[config.mk]
export PLATFORM = sky130hd
export DESIGN_NAME = swm_ring
export DESIGN_NICKNAME = d
export VERILOG_FILES = /design/src/rtl/swm_pkg.sv /design/src/rtl/swm_ring.sv
export SDC_FILE = /design/constraint.sdc
export NUM_CORES = 2
export LEC_CHECK = 0
export BUFFER_PORTS_ARGS = -buffer_cell sky130_fd_sc_hd__buf_2
export CAP_MARGIN = 20
export CORE_UTILIZATION = 30
export DETAILED_ROUTE_END_ITERATION = 8
export PLACE_DENSITY = 0.45
export SLEW_MARGIN = 40
export SYNTH_ARGS = -nofsm -noshare
export SYNTH_HDL_FRONTEND = slang
export SYNTH_SLANG_ARGS = --single-unit
[constraint.sdc]
create_clock -name clk -period 4.7 [get_ports clk]
set_clock_uncertainty 0.1 [all_clocks]
set_input_delay 0 -clock clk [delete_from_list [all_inputs] [get_ports clk]]
set_output_delay 0 -clock clk [all_outputs]
set_load 0.05 [all_outputs]
[src/rtl/swm_pkg.sv]
package swm_pkg;

  localparam int WINDOW_MAX_DEF = 64;
  localparam int SAMPLE_W       = 32;
  localparam int SIZE_W         = 7;

  typedef logic signed [SAMPLE_W-1:0] sample_t;

  // Handed from a cell to the cell below it: its stored value and whether
  // that value is valid and not above the incoming sample.
  typedef struct packed {
    logic    le;
    sample_t val;
  } dn_t;

  // Handed from a cell to the cell above it: its valid bit and its entry
  // after the evicted value has been taken out of the row.
  typedef struct packed {
    logic    vld;
    logic    a_le;
    sample_t a_val;
  } up_t;

endpackage

[src/rtl/swm_ring.sv]
module swm_ring #(
  parameter int DEPTH = swm_pkg::WINDOW_MAX_DEF,
  parameter int AW    = (DEPTH > 1) ? $clog2(DEPTH) : 1
) (
  input  logic             clk,
  input  logic             we,
  input  logic [AW-1:0]    waddr,
  input  swm_pkg::sample_t wdata,
  input  logic [AW-1:0]    raddr,
  output swm_pkg::sample_t rdata
);

  swm_pkg::sample_t mem [DEPTH];

  always_ff @(posedge clk) begin
    if (we) begin
      mem[waddr] <= wdata;
    end
    // Write-first on a collision so the oldest sample is never stale.
    if (we && (waddr == raddr)) begin
      rdata <= wdata;
    end else begin
      rdata <= mem[raddr];
    end
  end

endmodule

# Word level (Yosys, flattened, before mapping)
# Memories as Yosys holds them, arrays and structs flattened. A register that Yosys moved wholly into a read port is not among the register bits.
# Cells that the tools add are included.
[word_totals] ff_bits=0 ramBits=2048 inputBits=46 output_inout_bits=32 wordCells=3 n_memories=1
[memory_table] memory="mem" depth=64 width=32 read_ports=1 rd_ports_with_merged_regs=1 write_ports=1 line_no="swm_ring.sv:13" source="swm_pkg::sample_t mem [DEPTH];"
[op_classes] n_mux=2
[ops] op="$mux W1" n=2

# Logic depth before layout (Yosys ltp)
[depth] word_depth=2 mapped_depth=10 mapped_depth_nobuf=5

# Worst setup path before layout
# No wires, ideal clock.
[synth_timing] path_kind="input port to flip-flop" start="in waddr[3]" end="mem mem[48][0] (netlist name) (enable)" arrival_ns=2.699 required_time_ns=4.139 slack_ns=1.440 path_stages=4 path_cell_list="clkbuf_1 -> nor2b_1 -> nand4b_1 -> nor3_1"
[synth_rtl] element="start, declared" line_no="swm_ring.sv:7" source="input logic [AW-1:0] waddr,"
[synth_rtl] element="end, declared" line_no="swm_ring.sv:13"
# No word-level cell before the write port.

==> run_results.csv <==
group,metric,value,unit
drt,drt_pass1_iterations,5,
yosys,yosysSeqAreaShare,79.0,%
setup_path,crit_family,"buffers and inverters",
clock_network,cts_tree,"built",
setup_path,crit_required,4600,ps
setup_path,crit_path_end_kind,"output port",
die,core,0.258,mm2
drt,drc_errors,0,
clock_network,cts_sinks,2054,
setup_path,crit_top_cell,"nor2_1",
power_and_ir_drop,p_leak,28.1,nW
sta,tightest_slew,871,ps
clock_network,hold_buffers,50,
cells_and_area,layout_common_cells,"edfxtp_1, mux4_2, clkbuf_16",
sta,finalCriticalPeriod,4290,ps
yosys,syn_area,0.0780,mm2
yosys,synth_cell_types,34,
die,fp-row-count,186,
placed_design,port_buffers,77,
drt,vias,36600,
placed_design,place_hpwl,129000,um
cells_and_area,regMostFlops,"mem",
clock_network,cts_made_buffers,209,
setup_path,cp_slowest_cell,"dfxtp_4",
sta,slew_headroom,41.9,%
setup_path,path_cells,"buf_12, buf_4, mux4_2, o22ai_1, nor2_1, a21oi_1, nor2_1, buf_2",
cells_and_area,final_common_cell,"edfxtp_1",
grt,grt_overflow,0,
grt,grt_max_degree,81,
cells_and_area,fin_nets,3707,
yosys,synthesis.nets,3344,
cells_and_area,final_core_util,35.5,%
die,die_area,0.262,mm2
sta,finalMaxSlewViolations,0,
sta,fin_crit_sh,91.3,%
power_and_ir_drop,p_per_area,419,mW/mm2
sta,hold_violations,0,
placed_design,gp_congestion,0.745,
drt,drtIter0Drc,3793,
setup_path,cp_num_buf_inv,3,
clock_network,ctsResizeCount,0,
clock_network,clock_path_buffers,3,
yosys,avgSynthCellArea,23.6,um2
drt,wirelength,218000,um
sta,final.setup.tns,0,ps
yosys,yosysTopAreaCell,"edfxtp_1",
grt,grt_pass1_vias,37900,
drt,drtAntennaViolNets,0,
setup_path,cp_max_fo,40,
yosys,synthTopCellsByArea,"edfxtp_1, mux4_2, mux2i_1",
hold_path,hold_start,"waddr[4]",
hold_path,holdCritPathClass,"input port to flip-flop",
drt,routedWlPerCell,30.2,um
setup_path,crit_type,"flip-flop to output port",
run_status,status,"complete, no violations",
grt,grt_use_total,16.6,%
setup_path,slowest_delay,850,ps
yosys,ys_seq_elements,2054,
run,drv_cap,0,
sta,rsz0062_at_grt,"no",
clock_network,cts.htree.levels,4,
yosys,synthesis.instances,3298,
yosys,yosys_warnings,0,
sta,setup_violations,0,
die,die_h,512,um
die,die_w,512,um
setup_path,start_kind,"flip-flop",
die,pin_count,78,
sta,fmaxAchievable,0.233,GHz
clock_network,path_clk_slew,60,ps
cells_and_area,synthToLayoutAreaGrowth,17.3,%
grt,grt_pass1_wl,305000,um
drt,avgViaCountPerCell,5.06,
clock_network,post_cts_buffers,0,
clock_network,cts-root-buf,"clkbuf_16",
hold_path,hold_depth,3,
power_and_ir_drop,irDropWorstVdd,274,uV
cells_and_area,largestRegisters,"mem (2048)",
yosys,synth_top_area_share,78.9,%
setup_path,cp.depth,8,
cells_and_area,drive_gt1_share,31.2,%
setup_path,critical_path_arrival,4190,ps
die,initial_utilization,30.3,%
cells_and_area,largest_reg_flops,2048,
grt,grt_antenna_before_repair,16,
hold_path,min_to,"mem[59][29]",
==> area by class of cell <==
cell class	instances	area, um2
Antenna cell	5	12.5
Clock buffer	261	5510
Clock inverter	120	966
Fill cell	23600	166000
Multi-Input combinational cell	1062	16000
Sequential cell	2054	61600
Tap cell	3384	4230
Timing Repair Buffer	334	3130
==> power breakdown <==
group | switching (mW) | total, mW | internal (mW)
combinational | 1.34 | 2.09 | 0.746
sequential | 0.0589 | 20.3 | 20.3
clock | 6.99 | 15.9 | 8.94
total | 8.39 | 38.4 | 30.0
==> kinds of logic after synthesis <==
group / share of synthesized area, %
AOI/OAI and AO/OA: 1.68
buffers and inverters: 1.14
DFF: 79.0
muxes: 16.9
and+or+nand+nor: 1.27
==> metrics by stage <==
stage	cells	hold WS [ps]	total power, mW	instance area (um2)	setup slack [ps]
final	7220	26.0	38.4	91500	407
after detailed placement	6778	3.28	22.8	84400	1070
after global routing	7217	2.89	39.5	91500	247
after CTS	7209	102	38.8	91400	142
after global placement	6765	9.02	22.8	84100	998
after floorplan	3298	-72.3	21.8	78000	1440
==> Yosys cell counts <==
cell and number:
a31oi_1 1, or3b_2 3, nand4_1 2, nand3b_1 5
buf_2 57, o32ai_1 4, buf_4 25, a22oi_1 12
or3_1 3, or2_0 1, clkbuf_1 74, or2_1 1
nand3_1 5, o22ai_1 84, dfxtp_1 6, a41o_1 4
nor2b_1 15, or3b_1 2, nand2b_1 8, nand2_1 26
nand4b_1 1, buf_6 5, edfxtp_1 2048, a311oi_1 8
a21oi_1 62, or2_2 1, and2_1 2, buf_1 21
o221ai_1 27, and3_1 4, nor3_1 7, mux4_2 544
nor2_1 137, mux2i_1 93
==> layer usage <==
layer	wire length [um]	global-route usage [%]	vias up	part of all wire, %
li1	-	-	14900	-
met1	101000	24.0	20500	46
met2	103000	26.2	888	47
met3	10100	2.70	216	4.6
met4	3710	3.42	6	1.7
met5	41	0	-	0.019
==> how the worst max path moves through the flow <==
| stage | from | end | slack (ps) |
|---|---|---|---|
| 2_1_floorplan | waddr[3] | mem[48][0] | 1440 |
| 3_3_place_gp | flip-flop | rdata[0] | 1000 |
| 3_5_place_dp | flip-flop | rdata[26] | 1070 |
| 4_1_cts | flip-flop | rdata[26] | 140 |
| 5_1_grt | flip-flop | rdata[0] | 250 |
| 6_report | flip-flop | rdata[24] | 410 |
Note: power is estimated with default switching activity, not from simulation.
