===== src/rtl/swm_pkg.sv =====
package swm_pkg;

  localparam int WINDOW_MAX_DEF = 64;
  localparam int SAMPLE_W       = 32;
  localparam int SIZE_W         = 7;

  typedef logic signed [SAMPLE_W-1:0] sample_t;

  // Handed from a cell to the cell below it: its stored value and whether
  // that value is valid and not above the incoming sample.
  typedef struct packed {
    logic    le;
    sample_t val;
  } dn_t;

  // Handed from a cell to the cell above it: its valid bit and its entry
  // after the evicted value has been taken out of the row.
  typedef struct packed {
    logic    vld;
    logic    a_le;
    sample_t a_val;
  } up_t;

endpackage


===== src/rtl/swm_cell.sv =====
module swm_cell (
  input  logic              clk,
  input  logic              rst,
  input  logic              clr,
  input  logic              upd,
  input  logic              full,
  input  swm_pkg::sample_t  s,
  input  swm_pkg::sample_t  v_old,
  input  swm_pkg::up_t      up_in,
  input  swm_pkg::dn_t      dn_in,
  output swm_pkg::up_t      up_out,
  output swm_pkg::dn_t      dn_out
);

  swm_pkg::sample_t val;
  logic             vld;
  swm_pkg::sample_t val_next;
  logic             ge;
  logic             le;
  logic             rb;

  always_comb begin
    ge = !vld || ($signed(val) >= $signed(v_old));
    le = vld && ($signed(val) <= $signed(s));
    // Everything from the first copy of the evicted value upward drops one place.
    rb = full && ge;
    up_out.vld   = vld;
    up_out.a_le  = rb ? dn_in.le  : le;
    up_out.a_val = rb ? dn_in.val : val;
    dn_out.le    = le;
    dn_out.val   = val;
    if (up_out.a_le) begin
      val_next = up_out.a_val;
    end else if (up_in.a_le) begin
      val_next = s;
    end else begin
      val_next = up_in.a_val;
    end
  end

  always_ff @(posedge clk) begin
    if (upd) begin
      val <= val_next;
    end
    if (rst || clr) begin
      vld <= 1'b0;
    end else if (upd && !full && up_in.vld) begin
      vld <= 1'b1;
    end
  end

endmodule


===== config.mk =====
export PLATFORM = sky130hd
export DESIGN_NAME = swm_cell
export DESIGN_NICKNAME = d
export VERILOG_FILES = /design/src/rtl/swm_pkg.sv /design/src/rtl/swm_cell.sv
export SDC_FILE = /design/constraint.sdc
export NUM_CORES = 1
export LEC_CHECK = 0
export BUFFER_PORTS_ARGS = -buffer_cell sky130_fd_sc_hd__buf_4
export CAP_MARGIN = 20
export CORE_MARGIN = 1
export CORE_UTILIZATION = 30
export CTS_BUF_LIST = sky130_fd_sc_hd__clkbuf_8
export CTS_CLUSTER_DIAMETER = 30
export DETAILED_ROUTE_END_ITERATION = 10
export PLACE_DENSITY = 0.65
export RECOVER_POWER = 50
export SLEW_MARGIN = 20
export SYNTH_ARGS = -nofsm -noshare
export SYNTH_HDL_FRONTEND = slang
export SYNTH_SLANG_ARGS = --single-unit

===== constraint.sdc =====
create_clock -name clk -period 8.5 [get_ports clk]
set_input_delay 2.125 -clock clk [delete_from_list [all_inputs] [get_ports clk]]
set_output_delay 2.125 -clock clk [all_outputs]
set_load 0.05 [all_outputs]

-- Yosys cells after proc, flatten, opt, wreduce, memory -nomap -nowiden
Index checks and enable logic that the tools add are counted.
- register bits: 33
- input bits: 136
- logic and storage cells: 16
- magnitude comparators: 2
- multiplexer cells: 4
- reductions and logical operators: 8
- operator list (kind ; count):
    two-way mux 32 bit ; 3
    >= comparator 32 bit ; 1
    less-or-equal comparator 32 bit ; 1
    logical AND 1 bit ; 4
    logical NOT 1 bit ; 2
    logical OR 1 bit ; 2
    two-way mux 1 bit ; 1

-- Logic depth before layout (Yosys ltp)
- depth after elaboration: 5
- depth in mapped cells: 12

-- Worst setup path before layout
No wires, ideal clock.
- path type: input to output
- from: input port v_old[23]
- to: output port up_out[0] (netlist bit)
- arrival time: 5.454 ns
- data required time: 6.375 ns
- slack: 0.921 ns
- stages on the path: 12
- cell sequence: inv_1 ha_1 a21oi_1 o21ai_1 a22o_1 or4_1 or4_1 buf_2 and2_4 buf_6 buf_2 o21ai_0
- RTL lines (what ; RTL line ; source):
    start, declared ; swm_cell.sv:8 ; input swm_pkg::sample_t v_old,
    end, declared ; swm_cell.sv:11 ; output swm_pkg::up_t up_out,

==> out/metrics.yaml <==
grt_antenna_before_repair: 0
clockRootBuffer: "clkbuf_8"
synth.most_common_cell: "inv_1"
whs_ns: 0.6124
area_growth_pct: 33.96
hold_viol: 0
crit_path_max_fanout: 36
core_um2: 15200
postCtsHoldBufs: 0
synth_area_leaders: "edfxtp_1, ha_1, mux2i_1"
n_fill_cell: 1588
avgSynthCellArea_um2: 8.106
cp-start-kind: "primary input"
setup_tns_ns: 0
multi_input_area_um2: 3249
violations: "max-capacitance violations, max-slew violations"
top_layer_used: "met4"
max_stage_delay_ns: 0.56
critPathSlowestCell: "or4_1"
die_y_um: 126.6
clock_skew_ns: 0.004670
grt_pass1_wl_um: 25100
first_pass_iters: 4
synth_edf_count: 32
fin_crit_sh: 0.8625
die_w_um: 126.6
p_leak_uw: 0.003124
synth_fp_nets: 775
ant_nets: 0
cp-end-kind: "primary output"
diodes: 0
required_ns: 6.38
synth.yosys.seq_area_share: 0.2105
met2_length_um: 7376
yosysTopAreaCell: "edfxtp_1"
gp_congestion: 0.8396
path_clk_slew_ns: 0.07
synth_top_area_share: 0.2062
cts-buffers-inserted: 5
final.min_clock_period_ns: 7.331
viasPerCell: 5.238
io_buffers: 202
maxSlewViolCount: 34
grt_max_degree: 66
crit_family: "simple AND/OR/NAND/NOR gates"
min_path_type: "reg -> reg"
status: "complete, but fails checks"
dp_hpwl_um: 11750
rsz0062_at_grt: "false"
drv_cap: 1
tightest_slew_ns: 2.113
grtUsageTotal: 0.1964
cp_num_buf_inv: 4
dr_total_vias: 4908
drive_gt1_frac: 0.2830
synth.distinct_cells: 37
drc_errors: 0
area.sequential_um2: 980.9
synth_area_um2: 4661
synthCells: 575
wl_met3_um: 723
fmax_ghz: 0.1364
overflow: 0
rows: 45
setup_viol: 0
cts_max_path_buffers: 2
path_cells: "buf_4 > inv_1 > ha_1 > nand4_1 > nor2_1 > a22o_1 > or4_1 > or4_1 > and2_4 > buf_12 > mux2_2 > buf_4"
routed_wl_um: 15790
wl_per_cell_um: 16.85
grt_pass1_vias: 4730
drt-met1-wl_um: 7503
synthTopCellsByCount: "inv_1, ha_1, a21oi_1, nand2_1, nand3_1"
setup_slack_ns: 1.169
utilization: 0.4107
clk_latency_ns: 0.28
criticalPathCategory: "in -> out"
pre_cts_ws_ns: 1.139
cts.repair_timing.setup_buffer_count: 0
nets: 948
cts.sinks: 33
cts_tree: "yes"
postCtsResizedCells: 0
htree_levels: 2
max_slew_margin: -0.4088
io_pins: 203
ir_drop_v: 0.00006153
crit_arrival_ns: 5.21
yosys_most_used_dff: "edfxtp_1"
synthArstFlopShare: 0
die_area_um2: 16040
synth_seq_cells: 33
drt_first_iter_violations: 282
start_util: 0.3066
yosys_warnings: 0
pwr_density_cell_nw_per_um2: 114.9
[cells in the final DEF, fill, tap and decap left out, types with 17 or more instances in the layout]
master,n
buf_4,171
mux2i_1,32
clkbuf_1,34
o21ai_0,39
inv_1,74
nand2_1,47
o31ai_1,32
edfxtp_1,32
and3_1,32
a21oi_1,60
nand3_1,41
mux2_4,17
ha_1,64
[sequential cells by signal, indices dropped and copies added (netlist names)]
register	cells
val	32
vld	1
[kinds of logic (layout without fill, tap and decap cells)]
logic type      after synthesis  in the layout  synth area share
flops                        33             33            0.2105
simple gates                151            151            0.1689
fa+ha+maj                    64             64            0.1718
buf+inv                     111            285           0.09718
compound gates              152            152            0.1919
mux                          64             64            0.1597
[path summary, 6_finish.rpt]
path | from | end | slack (ns) | cells past startpoint
min | vld$_SDFFE_PP0P_ | vld$_SDFFE_PP0P_ | 0.61 | 2
max | v_old[31] | up_out[9] | 1.17 | 12
max reg2reg | val[31]$_DFFE_PP_ | val[16]$_DFFE_PP_ | 4.98 | 9
min reg2reg | vld$_SDFFE_PP0P_ | vld$_SDFFE_PP0P_ | 0.61 | 2
[through the flow]
step	instance area (um^2)	power (uW)	instances
detailed placement	6285	615.9	929
global route	6243	766.2	937
finish	6243	717.4	937
floorplan	4661	472.9	575
CTS	6365	739.1	937
global placement	6285	613.7	929
[worst register-to-register path, stage by stage (launching register included)]
cell,delay [ns]
edfxtp_1,0.49
ha_1,0.35
nand4_1,0.18
or4_1,0.61
nor3_1,0.40
inv_1,0.10
o211ai_1,0.23
buf_4,0.54
and3_1,0.28
o31ai_1,0.08
[layout make-up]
class | count | area share
clock inverters | 3 | 0.001804
well taps | 188 | 0.03768
clock buffers | 5 | 0.01102
repair buffers | 206 | 0.2293
inverters | 71 | 0.04269
multi-input cells | 431 | 0.5204
flip-flops and latches | 33 | 0.1571
[metal layers]
layer,track usage,vias to the layer above
li1,-,2453
met1,0.2686,2292
met2,0.3289,151
met3,0.02531,12
met4,0.04323,0
met5,0,-
[power by group]
part,internal (uW),switching (uW)
registers,198,22.1
clock network,54.8,61.7
logic,152,229
Power figures use the tool's default switching activity.
